### src/rtl/ctd_pkg.sv
// Shared types, constants and a helper function for the chunked transfer decoder.
package ctd_pkg;

    localparam int SIZE_BITS = 31;

    localparam logic [7:0] CHAR_CR   = 8'h0D;
    localparam logic [7:0] CHAR_LF   = 8'h0A;
    localparam logic [7:0] CHAR_SEMI = 8'h3B;

    localparam logic [1:0] TAIL_SKIP = 2'd2;

    typedef enum logic [5:0] {
        PH_DIGITS = 6'b000001,
        PH_EXT    = 6'b000010,
        PH_DATA   = 6'b000100,
        PH_SKIP   = 6'b001000,
        PH_DONE   = 6'b010000,
        PH_ERROR  = 6'b100000
    } ctd_phase_t;

    typedef struct packed {
        logic [7:0] in_byte;
        logic       end_of_stream;
    } ctd_item_t;

    typedef struct packed {
        logic [7:0] out_byte;
        logic       out_valid;
        logic       body_done;
        logic       decode_error;
    } ctd_result_t;

    typedef struct packed {
        logic       ok;
        logic [3:0] value;
    } ctd_hex_t;

    function automatic ctd_hex_t hex_decode(input logic [7:0] c);
        ctd_hex_t h;
        h.ok    = 1'b0;
        h.value = 4'd0;
        if (c >= 8'h30 && c <= 8'h39) begin
            h.ok    = 1'b1;
            h.value = c[3:0];
        end else if ((c >= 8'h61 && c <= 8'h66) || (c >= 8'h41 && c <= 8'h46)) begin
            h.ok    = 1'b1;
            h.value = c[3:0] + 4'd9;
        end
        return h;
    endfunction

endpackage

### src/rtl/ctd_core.sv
// Decoder state registers and the per-word next-state logic.
module ctd_core
    import ctd_pkg::*;
(
    input  logic        aclk,
    input  logic        aresetn,
    input  logic        step_en,
    input  ctd_item_t   item,
    output ctd_result_t result
);

    ctd_phase_t           phase_reg, phase_next;
    logic [SIZE_BITS-1:0] size_accum_reg, size_accum_next;
    logic                 digit_seen_reg, digit_seen_next;
    logic                 pending_cr_reg, pending_cr_next;
    logic [SIZE_BITS-1:0] bytes_left_reg, bytes_left_next;
    logic [1:0]           skip_left_reg, skip_left_next;

    ctd_hex_t   hex;
    logic       line_end;
    logic       done;
    logic       clean;
    logic [7:0] c;

    assign c   = item.in_byte;
    assign hex = hex_decode(c);

    always_comb begin
        phase_next      = phase_reg;
        size_accum_next = size_accum_reg;
        digit_seen_next = digit_seen_reg;
        pending_cr_next = pending_cr_reg;
        bytes_left_next = bytes_left_reg;
        skip_left_next  = skip_left_reg;
        result.out_byte  = 8'd0;
        result.out_valid = 1'b0;
        line_end = 1'b0;
        done     = 1'b0;
        clean    = 1'b0;

        case (phase_reg)
            PH_DIGITS: begin
                if (pending_cr_reg) begin
                    if (c == CHAR_LF) begin
                        line_end = 1'b1;
                    end else begin
                        phase_next = PH_ERROR;
                    end
                end else if (c == CHAR_CR) begin
                    pending_cr_next = 1'b1;
                end else if (c == CHAR_SEMI) begin
                    phase_next = PH_EXT;
                end else if (!hex.ok) begin
                    phase_next = PH_ERROR;
                end else if (size_accum_reg[SIZE_BITS-1 -: 4] != 4'd0) begin
                    phase_next = PH_ERROR;
                end else begin
                    size_accum_next = {size_accum_reg[SIZE_BITS-5:0], hex.value};
                    digit_seen_next = 1'b1;
                end
            end
            PH_EXT: begin
                if (pending_cr_reg && c == CHAR_LF) begin
                    line_end = 1'b1;
                end else begin
                    pending_cr_next = (c == CHAR_CR);
                end
            end
            PH_DATA: begin
                result.out_byte  = c;
                result.out_valid = 1'b1;
                bytes_left_next  = bytes_left_reg - SIZE_BITS'(1);
                if (bytes_left_next == '0) begin
                    skip_left_next = TAIL_SKIP;
                    phase_next     = PH_SKIP;
                end
            end
            PH_SKIP: begin
                skip_left_next = skip_left_reg - 2'd1;
                if (skip_left_next == 2'd0) begin
                    size_accum_next = '0;
                    digit_seen_next = 1'b0;
                    pending_cr_next = 1'b0;
                    phase_next      = PH_DIGITS;
                end
            end
            PH_DONE: begin
            end
            default: begin
                phase_next = PH_ERROR;
            end
        endcase

        if (line_end) begin
            pending_cr_next = 1'b0;
            if (!digit_seen_reg) begin
                phase_next = PH_ERROR;
            end else if (size_accum_reg == '0) begin
                phase_next = PH_DONE;
                done       = 1'b1;
            end else begin
                bytes_left_next = size_accum_reg;
                phase_next      = PH_DATA;
            end
        end

        if (item.end_of_stream && phase_next != PH_DONE && phase_next != PH_ERROR) begin
            clean = (phase_next == PH_SKIP) ||
                    (phase_next == PH_DIGITS && !digit_seen_next && !pending_cr_next);
            if (clean) begin
                phase_next = PH_DONE;
                done       = 1'b1;
            end else begin
                phase_next = PH_ERROR;
            end
        end

        result.body_done    = done && (phase_next != PH_ERROR);
        result.decode_error = (phase_next == PH_ERROR);
    end

    always_ff @(posedge aclk) begin
        if (!aresetn) begin
            phase_reg      <= PH_DIGITS;
            size_accum_reg <= '0;
            digit_seen_reg <= 1'b0;
            pending_cr_reg <= 1'b0;
            bytes_left_reg <= '0;
            skip_left_reg  <= 2'd0;
        end else if (step_en) begin
            phase_reg      <= phase_next;
            size_accum_reg <= size_accum_next;
            digit_seen_reg <= digit_seen_next;
            pending_cr_reg <= pending_cr_next;
            bytes_left_reg <= bytes_left_next;
            skip_left_reg  <= skip_left_next;
        end
    end

    // An error is final until reset.
    a_error_sticky: assert property (@(posedge aclk) disable iff (!aresetn)
        phase_reg == PH_ERROR |=> phase_reg == PH_ERROR)
        else $error("decoder left the error phase");

    // A finished body stays finished until reset.
    a_done_sticky: assert property (@(posedge aclk) disable iff (!aresetn)
        phase_reg == PH_DONE |=> phase_reg == PH_DONE)
        else $error("decoder left the done phase");

    // The payload phase always has at least one byte left to pass.
    a_data_count: assert property (@(posedge aclk) disable iff (!aresetn)
        phase_reg == PH_DATA |-> bytes_left_reg != '0)
        else $error("payload phase with no bytes left");

    // The skip phase only ever has one or two bytes left to skip.
    a_skip_count: assert property (@(posedge aclk) disable iff (!aresetn)
        phase_reg == PH_SKIP |-> (skip_left_reg == 2'd1 || skip_left_reg == 2'd2))
        else $error("skip count out of range");

endmodule

### src/rtl/chunked_transfer_decoder.sv
// Top level of the chunked transfer decoder: input register, decoder core, result register.
//
//   Channel  | Direction | Handshake          | Payload
//   s_       | in        | s_valid / s_ready  | s_in_byte, s_end_of_stream
//   m_       | out       | m_valid / m_ready  | m_out_byte, m_out_valid, m_body_done,
//            |           |                    | m_decode_error
//
// Each word yields one result word; one word per cycle is sustained when m_ready stays high.
// An accepted word first sits in the input register; m_valid rises when it moves into the
// result register, and the decoder state is updated as it moves there.
// Reset is synchronous and active low and leaves both registers empty.
// When m_ready is low with a result waiting, the result register holds, the input register fills, and s_ready drops.
module chunked_transfer_decoder
    import ctd_pkg::*;
(
    input  logic       aclk,
    input  logic       aresetn,
    input  logic       s_valid,
    output logic       s_ready,
    input  logic [7:0] s_in_byte,
    input  logic       s_end_of_stream,
    output logic       m_valid,
    input  logic       m_ready,
    output logic [7:0] m_out_byte,
    output logic       m_out_valid,
    output logic       m_body_done,
    output logic       m_decode_error
);

    logic        in_valid_reg;
    ctd_item_t   in_item_reg;
    logic        out_valid_reg;
    ctd_result_t out_result_reg;
    ctd_result_t step_result;
    logic        advance;

    assign advance = in_valid_reg && (!out_valid_reg || m_ready);
    assign s_ready = !in_valid_reg || advance;

    ctd_core u_core (
        .aclk    (aclk),
        .aresetn (aresetn),
        .step_en (advance),
        .item    (in_item_reg),
        .result  (step_result)
    );

    always_ff @(posedge aclk) begin
        if (!aresetn) begin
            in_valid_reg  <= 1'b0;
            out_valid_reg <= 1'b0;
        end else begin
            if (s_ready) begin
                in_valid_reg <= s_valid;
            end
            if (advance) begin
                out_valid_reg <= 1'b1;
            end else if (m_ready) begin
                out_valid_reg <= 1'b0;
            end
        end
    end

    always_ff @(posedge aclk) begin
        if (s_ready && s_valid) begin
            in_item_reg.in_byte       <= s_in_byte;
            in_item_reg.end_of_stream <= s_end_of_stream;
        end
        if (advance) begin
            out_result_reg <= step_result;
        end
    end

    assign m_valid        = out_valid_reg;
    assign m_out_byte     = out_result_reg.out_byte;
    assign m_out_valid    = out_result_reg.out_valid;
    assign m_body_done    = out_result_reg.body_done;
    assign m_decode_error = out_result_reg.decode_error;

    // With the result register empty, a waiting word always moves on.
    a_ready_when_empty: assert property (@(posedge aclk) disable iff (!aresetn)
        !out_valid_reg |-> s_ready)
        else $error("input stalled with an empty result register");

    // A stalled result is not overwritten.
    a_result_holds: assert property (@(posedge aclk) disable iff (!aresetn)
        out_valid_reg && !m_ready |=> out_valid_reg && $stable(out_result_reg))
        else $error("stalled result changed");

    // A word that moves into the result register comes from a full input register.
    a_advance_source: assert property (@(posedge aclk) disable iff (!aresetn)
        advance |-> in_valid_reg)
        else $error("core stepped without an input word");

endmodule

### config.mk
export PLATFORM = sky130hd
export DESIGN_NAME = chunked_transfer_decoder
export DESIGN_NICKNAME = d
export VERILOG_FILES = /design/src/rtl/ctd_pkg.sv /design/src/rtl/ctd_core.sv /design/src/rtl/chunked_transfer_decoder.sv
export SDC_FILE = /design/constraint.sdc
export NUM_CORES = 1
export LEC_CHECK = 0
export BUFFER_PORTS_ARGS = -buffer_cell sky130_fd_sc_hd__buf_4
export CAP_MARGIN = 20
export CORE_ASPECT_RATIO = 1.1
export CORE_MARGIN = 1
export CORE_UTILIZATION = 60
export DETAILED_ROUTE_END_ITERATION = 16
export PLACE_DENSITY_LB_ADDON = 0.3
export RECOVER_POWER = 100
export SLEW_MARGIN = 10
export SYNTH_ARGS = -nofsm -noshare
export SYNTH_HDL_FRONTEND = slang
export SYNTH_SLANG_ARGS = --single-unit
### constraint.sdc
create_clock -name aclk -period 3.6 [get_ports aclk]
set_input_delay 0.54 -clock aclk [delete_from_list [all_inputs] [get_ports aclk]]
set_output_delay 0.54 -clock aclk [all_outputs]
set_load 0.01 [all_outputs]
==> summary.txt, run 1 <==
Cells and area
  • Fraction of layout cells with a size suffix above 1: 8.32%
  • Commonest non-fill, non-tap cell in the layout: a21oi_1
  • Area Overhead vs Synth: 7.63%
  • Area of the multi-input gates: 2860 um^2
  • Final net count: 688
  • Post-route cell area: 5560 um^2
  • Commonest non-fill, non-tap cells in the layout: a21oi_1 (79), dfxtp_1 (74), nand2_1 (73)
  • Antenna diodes: 0
  • # fillers: 752
  • Register area: 2080 um^2

Global route
  • GRT overflow: 0
  • GRT Overall Usage: 32.2%
  • Pin count of the biggest net entering global routing: 60
  • Vias in the first global route: 4637
  • Antenna violations before repair: 0
  • Global-route wire length before repair: 23100 um

STA
  • Worst setup margin: 0.244 ns
  • Fin. Hold Viols: 0
  • Final Max Tran Viols: 60
  • RSZ-0062 raised after global routing: no
  • Final setup fails: 0
  • F_max: 298 MHz
  • Setup tns final: 0 ns
  • Tcrit/Tclk final: 93.2%
  • Relative slew margins: -31.4%
  • Worst-Margin Slew: 1.97 ns
  • Min Tclk post-route: 3.36 ns
  • Fin Clk Skew: 0.0168 ns

Die
  • Die ar.: 8980 um^2
  • IO Count: 26
  • Starting Density: 61.7%
  • Core ar.: 8360 um^2
  • # rows: 35
  • Die width: 90.5 um
  • Die span in y: 99.3 um

Critical path
  • Reg-to-reg slack, setup: 0.24 ns
  • Worst path max stage delay: 0.58 ns
  • Crit-path max FO: 8
  • Reg2Reg Launch Point: u_core.bytes_left_reg[0]$_SDFFE_PN0P_
  • CP endpoint kind: register
  • Critical path data required time: 3.90 ns
  • Worst Reg-to-Reg Cells: 10
  • CP max-delay cell: or4_4
  • CP cell instances: inv_1, ha_1, or3b_2, nor4b_4, nand3_1, xnor2_1, o2111ai_1, or4_4, and2_4, a211oi_2
  • Crit Path Category: reg -> reg
  • Crit path arrival time: 3.65 ns
  • Startpoint types: register
  • RR Endpoint: u_core.skip_left_reg[1]$_SDFFE_PN0P_

Synthesis
  • Syn avg cell area: 7.84 um^2
  • Cell Area, Synth: 5160 um^2
  • Sequential fraction of the synthesis area: 40.3%
  • Post-synth EDFFs: 20
  • Synth warn: 0
  • Synth cell types: 64
  • Main flop type after synthesis: dfxtp_1
  • Mapped Nets: 679
  • Seq cells post-synth: 94
  • Post-synthesis async set-or-reset flop share: 0%
  • Cells after synthesis: 659

Hold path
  • Worst Hold Class: in -> reg
  • Hold Crit Depth: 1
  • Min-delay src: s_in_byte[1]
  • Hold path endpoint: in_item_reg[2]$_DFFE_PP_

Outcome
  • Status: complete, but fails checks
  • Failing checks: capacitance limit, slew limit

Drt
  • Vias per cell: 6.57
  • ANT nets after route: 0
  • Met3 Wirelength: 1170 um
  • WL/cell: 18.3 um
  • Met2 Wirelength: 6650 um
  • TritonRoute pass-1 iters: 5
  • DRC: 0
  • Top sig layer: met4
  • Vias: 5152
  • Initial DRC Count: 527
  • Total Wirelength: 14400 um
  • Metal-1 WL: 6110 um

Pwr
  • Worst vdd ir: 0.252 mV
  • Total power draw: 1.99 mW
  • PD cells: 359 nW/um^2
  • LEAKAGE: 1.97 nW

Clock network
  • CTS Buffer Depth: 2
  • Cts repair resizes: 0
  • Setup bufs post-CTS: 0
  • CTS tree: built
  • H-tree Lvls: 3
  • Root Driver: clkbuf_8
  • Clk sinks: 94
  • # hold bufs at CTS: 0
  • Clock transition at path regs: 0.11 ns
  • Worst skew pair latency: 0.37 ns
  • TritonCTS buffer count: 9

Placed design
  • Post-DP HPWL: 9860 um
  • Place WS: 0.344 ns
  • Post-DP Area: 5460 um^2
  • IO buf count: 25
  • RD Place Congestion: 0.934

Flow run
  • Max-cap violation count: 1
metal layers:
metal,vias to the layer above,GRT usage [%]
li1,2412,-
met1,2414,43.2
met2,285,52.0
met3,41,4.89
met4,0,14.1
met5,-,0
stage by stage:
step	cells	hold slack, ns	utilization (%)
4_1_cts	784	0.338	67.5
3_5_place_dp	768	0.460	65.3
3_3_place_gp	768	0.457	65.3
2_1_floorplan	659	0.437	-
5_1_grt	784	0.356	66.4
6_report	784	0.371	66.4
synth_stat cells, types with 5 or more instances:
library cell | n | area [um^2]
clkbuf_1 | 44 | 165
xnor2_1 | 9 | 78.8
inv_1 | 12 | 45.0
o21a_1 | 6 | 45.0
edfxtp_1 | 20 | 601
dfxtp_1 | 74 | 1480
nand3_1 | 36 | 180
nand4_1 | 6 | 37.5
ha_1 | 7 | 87.6
nor2_1 | 69 | 259
nor4_1 | 18 | 113
a21oi_1 | 79 | 395
and2_1 | 14 | 87.6
nor4b_1 | 5 | 43.8
a31oi_1 | 12 | 75.1
nand2_1 | 73 | 274
nor2b_1 | 5 | 31.3
o21ai_0 | 49 | 245
nor3_1 | 29 | 145
or3_1 | 7 | 43.8
cells by family (layout without fill, tap and decap cells):
group / count (synthesis) / in the layout / share of synthesized area [%]
and+or+nand+nor: 293 / 293 / 28.9
buffers and inverters: 58 / 72 / 4.22
AOI/OAI and AO/OA: 192 / 192 / 22.2
muxes: 3 / 3 / 0.606
DFF: 94 / 94 / 40.3
adders and majority gates: 7 / 7 / 1.70
xor gates and xnor gates: 12 / 12 / 2.04
cell type report:
cell class	instances	area share [%]
clock buffers	9	2.23
multi-input cells	507	51.4
well taps	111	2.50
inverters	13	0.878
clock inverters	7	1.10
flip-flops and latches	94	37.5
repair buffers	43	4.46
worst max-delay path, delay by kind of cell, from the launching register on:
| family | cells | cell delay, ns |
|---|---|---|
| adders and majority gates | 1 | 0.29 |
| AOI/OAI and AO/OA | 2 | 0.35 |
| xor gates and xnor gates | 1 | 0.20 |
| DFF | 1 | 0.39 |
| and+or+nand+nor | 5 | 1.94 |
| buffers and inverters | 1 | 0.11 |
where the power goes:
part	leakage [nW]	internal (mW)	switching [mW]
combinational	1.09	0.0717	0.125
sequential	0.790	1.10	0.0218
clock	0.0888	0.265	0.417
total	1.97	1.43	0.563
worst max path at each step:
stage | startpoint | endpoint | slack [ns]
after floorplan | u_core.bytes_left_reg[1]$_SDFFE_PN0P_ | u_core.skip_left_reg[1]$_SDFFE_PN0P_ | 0.50
after global placement | u_core.bytes_left_reg[0]$_SDFFE_PN0P_ | u_core.skip_left_reg[1]$_SDFFE_PN0P_ | 0.41
after detailed placement | u_core.bytes_left_reg[0]$_SDFFE_PN0P_ | u_core.skip_left_reg[1]$_SDFFE_PN0P_ | 0.34
after CTS | u_core.bytes_left_reg[0]$_SDFFE_PN0P_ | u_core.skip_left_reg[1]$_SDFFE_PN0P_ | 0.32
after global routing | u_core.bytes_left_reg[0]$_SDFFE_PN0P_ | u_core.phase_reg[3]$_SDFFE_PN0P_ | 0.08
final | u_core.bytes_left_reg[0]$_SDFFE_PN0P_ | u_core.skip_left_reg[1]$_SDFFE_PN0P_ | 0.24
Note: power is estimated with default switching activity, not from simulation.
==> run 2: changes to the inputs <==
==> constraint.sdc (replaced) <==
create_clock -name aclk -period 3.6 [get_ports aclk]
set_input_delay 0 -clock aclk [delete_from_list [all_inputs] [get_ports aclk]]
set_output_delay 0 -clock aclk [all_outputs]
set_load 0.01 [all_outputs]
==> summary.txt, run 2 (synthesized netlist as in run 1, its figures left out) <==
Drt
  • ANT nets after route: 0 (unchanged)
  • WL/cell: 18.8 um (+2.9%)
  • TritonRoute pass-1 iters: 6 (+1)
  • Met3 Wirelength: 1190 um (+1.8%)
  • Vias per cell: 6.62 (+0.73%)
  • Met2 Wirelength: 7160 um (+7.6%)
  • DRC: 0 (unchanged)
  • Metal-1 WL: 6050 um (-1.1%)
  • Vias: 5256 (+2.0%)
  • Initial DRC Count: 531 (+0.76%)
  • Total Wirelength: 15000 um (+4.2%)
  • Top sig layer: met4

Cells and area
  • Area Overhead vs Synth: 10.3%
  • Antenna diodes: 0 (unchanged)
  • # fillers: 715 (-4.9%)
  • Commonest non-fill, non-tap cell in the layout: a21oi_1
  • Finished Layout Cells: 794 (+1.3%)
  • Register area: 2080 um^2 (unchanged)
  • Commonest non-fill, non-tap cells in the layout: a21oi_1 (79), dfxtp_1 (74), nand2_1 (73)
  • Fraction of layout cells with a size suffix above 1: 8.20% (-0.12 points)
  • Area of the multi-input gates: 2870 um^2 (+0.44%)
  • Final net count: 698 (+1.5%)

Global route
  • GRT Overall Usage: 33.9% (+1.7 points)
  • Vias in the first global route: 4926 (+6.2%)
  • Pin count of the biggest net entering global routing: 60 (unchanged)
  • Global-route wire length before repair: 24200 um (+4.8%)
  • GRT overflow: 0 (unchanged)
  • Antenna violations before repair: 0 (unchanged)

Die
  • # rows: 35 (unchanged)
  • Die width: 90.5 um (unchanged)
  • IO Count: 26 (unchanged)
  • Core ar.: 8360 um^2 (unchanged)
  • Starting Density: 61.7% (unchanged)
  • Die span in y: 99.3 um (unchanged)
  • Die ar.: 8980 um^2 (unchanged)

Clock network
  • TritonCTS buffer count: 9 (unchanged)
  • CTS tree: built
  • H-tree Lvls: 3 (unchanged)
  • Worst skew pair latency: 0.37 ns (about the same)
  • Root Driver: clkbuf_8
  • Clk sinks: 94 (unchanged)
  • Clock transition at path regs: 0.10 ns (about the same)
  • CTS Buffer Depth: 2 (unchanged)
  • Cts repair resizes: 0 (unchanged)

Critical path
  • Bufs and invs on worst path: 1 (unchanged)
  • RR Endpoint: m_body_done$_DFFE_PP_
  • CP max-delay cell: or4_4
  • Crit-path max FO: 8 (unchanged)
  • CP endpoint kind: register
  • Startpoint types: register
  • Worst path max stage delay: 0.59 ns (about the same)
  • Critical path data required time: 3.81 ns (-0.09 ns)
  • CP top delay family: simple AND/OR/NAND/NOR gates
  • Crit path arrival time: 3.51 ns (-0.14 ns)
  • Crit Path Category: reg -> reg
  • Worst Reg-to-Reg Cells: 10 (unchanged)
  • CP cell instances: inv_1, ha_1, or3b_2, nor4b_4, nand3_2, xnor2_1, o2111ai_1, or4_4, and2_4, o21ai_0
  • Reg-to-reg slack, setup: 0.30 ns (+0.05 ns)
  • Reg2Reg Launch Point: u_core.bytes_left_reg[0]$_SDFFE_PN0P_

STA
  • F_max: 303 MHz (+1.6%)
  • Min Tclk post-route: 3.30 ns (-0.0523 ns)
  • Setup tns final: 0 ns (unchanged)
  • RSZ-0062 raised after global routing: no
  • Final setup fails: 0 (unchanged)
  • Fin Clk Skew: 0.0128 ns (-0.00395 ns)
  • Tcrit/Tclk final: 91.8% (-1.5 points)
  • Fin. Hold Viols: 0 (unchanged)
  • Worst-Margin Slew: 1.90 ns (-0.0721 ns)
  • Relative slew margins: -26.6% (+4.8 points)
  • Final Max Tran Viols: 60 (unchanged)

Flow run
  • Max-cap violation count: 1 (unchanged)

Placed design
  • IO buf count: 25 (unchanged)
  • RD Place Congestion: 0.950 (+1.6%)
  • Post-DP HPWL: 10200 um (+3.5%)
  • Placed insts: 765 (-0.39%)

Hold path
  • Min-delay src: s_in_byte[7]
  • Worst Hold Class: in -> reg
  • Hold path endpoint: in_item_reg[8]$_DFFE_PP_
  • Hold Crit Depth: 2 (+1)

Pwr
  • PD cells: 358 nW/um^2 (-0.20%)
  • LEAKAGE: 2.03 nW (+2.9%)
  • Worst vdd ir: 0.250 mV (-0.67%)

Outcome
  • Status: complete, but fails checks
  • Failing checks: capacitance limit, slew limit
==> run 2: repair_timing <==
| item | 4_1_cts | 5_1_grt |
|---|---|---|
| endpoints found under the hold margin | 17 | 0 |
| hold buffers | 13 | 0 |
| buffers inserted | 0 | 0 |
==> run 2: worst register-to-register path, cell delays in order, from the launching register on <==
cell,delay (ns)
dfxtp_1,0.38
inv_1,0.12
ha_1,0.30
or3b_2,0.53
nor4b_4,0.39
nand3_2,0.16
xnor2_1,0.18
o2111ai_1,0.15
or4_4,0.59
and2_4,0.19
o21ai_0,0.16
==> run 2: worst max path at each step <==
stage / from / endpoint / slack, ns / cells past startpoint
detailed placement: u_core.bytes_left_reg[0]$_SDFFE_PN0P_ / u_core.skip_left_reg[1]$_SDFFE_PN0P_ / 0.38 / 10
finish: u_core.bytes_left_reg[0]$_SDFFE_PN0P_ / m_body_done$_DFFE_PP_ / 0.30 / 10
floorplan: u_core.bytes_left_reg[1]$_SDFFE_PN0P_ / u_core.skip_left_reg[1]$_SDFFE_PN0P_ / 0.50 / 11
global route: in_item_reg[1]$_DFFE_PP_ / u_core.size_accum_reg[3]$_SDFFE_PN0P_ / 0.09 / 10
CTS: u_core.bytes_left_reg[0]$_SDFFE_PN0P_ / u_core.skip_left_reg[1]$_SDFFE_PN0P_ / 0.36 / 10
global placement: u_core.bytes_left_reg[0]$_SDFFE_PN0P_ / u_core.skip_left_reg[1]$_SDFFE_PN0P_ / 0.50 / 10
==> run 2: metal layers <==
layer / vias up / GRT usage, %
met2: 270 / 56.7
met3: 53 / 4.66
met5: - / 0
li1: 2442 / -
met1: 2491 / 42.9
met4: 0 / 17.9
==> run 2: layout make-up <==
type / count / area share (%)
Clock buffer: 9 / 2.17
Clock inverter: 7 / 1.27
Inverter: 13 / 0.857
Multi-Input combinational cell: 507 / 50.4
Sequential cell: 94 / 36.6
Tap cell: 111 / 2.44
Timing Repair Buffer: 53 / 6.35
==> run 2: power breakdown <==
group,switching (mW),internal [mW],leakage (nW),total (mW)
logic,0.128,0.0793,1.14,0.208
clock network,0.391,0.324,0.0929,0.715
registers,0.0228,1.09,0.790,1.12
==> run 2: metrics by stage <==
step	worst slack [ns]	total power, mW	utilization [%]	area [um^2]	hold slack (ns)
2_1_floorplan	0.503	1.27	-	5160	0.0989
3_3_place_gp	0.503	1.33	65.0	5440	0.178
3_5_place_dp	0.379	1.34	65.0	5440	0.179
4_1_cts	0.355	2.05	68.9	5760	0.338
5_1_grt	0.0940	2.11	68.1	5700	0.366
6_report	0.296	2.04	68.1	5700	0.368
==> run 3: changes to the inputs <==
- PLACE_DENSITY: not set -> 0.78
- PLACE_DENSITY_LB_ADDON: 0.3 -> not set
- clock period: 3.6 -> 3.2 ns (I/O delays scaled with it)
==> summary.txt, run 3 (synthesized netlist as in run 1, its figures left out) <==
STA
  • Min Tclk post-route: 3.03 ns (-0.270 ns)
  • Worst setup margin: 0.166 ns (-0.130 ns)
  • Tcrit/Tclk final: 94.8% (+3.0 points)
  • F_max: 330 MHz (+8.9%)
  • Final setup fails: 0 (unchanged)
  • Fin Clk Skew: 0.0127 ns (-0.000161 ns)
  • Worst-Margin Slew: 1.91 ns (+0.0147 ns)
  • Final Max Tran Viols: 60 (unchanged)
  • Relative slew margins: -27.6% (-0.98 points)
  • Setup tns final: 0 ns (unchanged)
  • Hold slack: 0.369 ns (+0.00131 ns)
  • RSZ-0062 raised after global routing: no
  • Fin. Hold Viols: 0 (unchanged)

Critical path
  • CP cell instances: inv_1, ha_1, or3b_2, nor4b_4, buf_4, a21boi_1, nor3_1, o2111ai_1, or4_4, and2_4, a211oi_1
  • Startpoint types: register
  • Crit Path Category: reg -> reg
  • Crit-path max FO: 5 (-3)
  • Worst path max stage delay: 0.59 ns (about the same)
  • CP endpoint kind: register
  • CP max-delay cell: or4_4
  • Reg-to-reg slack, setup: 0.17 ns (-0.13 ns)
  • Crit path arrival time: 3.32 ns (-0.19 ns)
  • Critical path data required time: 3.48 ns (-0.33 ns)

Die
  • # rows: 35 (unchanged)
  • Die span in y: 99.3 um (unchanged)
  • Die ar.: 8980 um^2 (unchanged)
  • Starting Density: 61.7% (unchanged)
  • Die width: 90.5 um (unchanged)
  • IO Count: 26 (unchanged)
  • Core ar.: 8360 um^2 (unchanged)

Clock network
  • Clk sinks: 94 (unchanged)
  • Cts repair resizes: 0 (unchanged)
  • TritonCTS buffer count: 9 (unchanged)
  • Worst skew pair latency: 0.36 ns (about the same)
  • H-tree Lvls: 3 (unchanged)
  • CTS tree: built
  • CTS Buffer Depth: 2 (unchanged)
  • Clock transition at path regs: 0.11 ns (about the same)
  • Root Driver: clkbuf_8

Cells and area
  • Fraction of layout cells with a size suffix above 1: 9.86% (+1.7 points)
  • Antenna diodes: 0 (unchanged)
  • Commonest non-fill, non-tap cells in the layout: a21oi_1 (79), dfxtp_1 (74), nand2_1 (73)
  • Commonest non-fill, non-tap cell in the layout: a21oi_1
  • Area Overhead vs Synth: 12.6%
  • Final net count: 715 (+2.4%)
  • # fillers: 697 (-2.5%)

Drt
  • Vias per cell: 6.50 (-1.8%)
  • Vias: 5274 (+0.34%)
  • ANT nets after route: 0 (unchanged)
  • DRC: 0 (unchanged)
  • Total Wirelength: 14800 um (-0.87%)
  • Initial DRC Count: 492 (-7.3%)
  • TritonRoute pass-1 iters: 5 (-1)
  • WL/cell: 18.3 um (-2.9%)

Placed design
  • Post-DP HPWL: 10000 um (-1.9%)
  • RD Place Congestion: 0.918 (-3.3%)
  • Place WS: 0.171 ns (-0.209 ns)
  • IO buf count: 25 (unchanged)

Global route
  • Antenna violations before repair: 0 (unchanged)
  • GRT Overall Usage: 33.7% (-0.27 points)
  • Global-route wire length before repair: 24000 um (-1.1%)
  • Pin count of the biggest net entering global routing: 60 (unchanged)
  • GRT overflow: 0 (unchanged)
  • Vias in the first global route: 4800 (-2.6%)

Hold path
  • Worst Hold Class: in -> reg

Pwr
  • PD cells: 403 nW/um^2 (+13%)
  • Total power draw: 2.35 mW (+15%)
  • LEAKAGE: 2.11 nW (+4.1%)
  • Worst vdd ir: 0.307 mV (+23%)

Flow run
  • Max-cap violation count: 1 (unchanged)

Outcome
  • Failing checks: capacitance limit, slew limit
  • Status: complete, but fails checks
## run 3: power by group
group / internal, mW / switching (mW)
Combinational: 0.0978 / 0.149
Sequential: 1.23 / 0.0231
Clock: 0.380 / 0.464
## run 3: repair_timing
item,4_1_cts,5_1_grt
hold buffers,13,0
endpoints found under the hold margin,12,0
buffers inserted,0,2
endpoints found under the setup margin,0,2
## run 3: layer usage
layer	wire, um	GRT usage (%)	vias up
met5	0	0	-
met4	495	14.5	0
met3	1170	3.44	42
met2	6900	55.7	259
met1	6260	45.1	2502
li1	-	-	2471
## run 3: through the flow
stage               utilization (%)  area [um^2]  cells
finish                         69.5         5810    811
global route                   69.5         5810    811
CTS                            70.4         5890    809
detailed placement             66.4         5550    780
global placement               66.4         5550    780
floorplan                         -         5160    659
## run 3: area by class of cell
type	instances	area [um^2]	area share [%]
repair buffers	70	477	8.20
clock inverters	7	85.1	1.46
flip-flops and latches	94	2080	35.8
clock buffers	9	124	2.13
inverters	13	48.8	0.839
well taps	111	139	2.39
multi-input cells	507	2860	49.2
## run 3: path summary, 6_finish.rpt
path | from | depth (start not counted) | to
worst min register to register | u_core.size_accum_reg[28]$_SDFFE_PN0P_ | 2 | u_core.size_accum_reg[28]$_SDFFE_PN0P_
worst min-delay path | s_end_of_stream | 2 | in_item_reg[0]$_DFFE_PP_
worst max-delay path | u_core.bytes_left_reg[0]$_SDFFE_PN0P_ | 11 | u_core.skip_left_reg[1]$_SDFFE_PN0P_
worst max register to register | u_core.bytes_left_reg[0]$_SDFFE_PN0P_ | 11 | u_core.skip_left_reg[1]$_SDFFE_PN0P_
## run 3: worst max-delay path: cells and delay by family (launching register included)
family | cells | cell delay [ns]
adder cells (fa/ha/maj) | 1 | 0.17
AND/OR/NAND/NOR | 5 | 1.76
flip-flops | 1 | 0.32
AO/OA/AOI/OAI | 3 | 0.44
buffers and inverters | 2 | 0.28
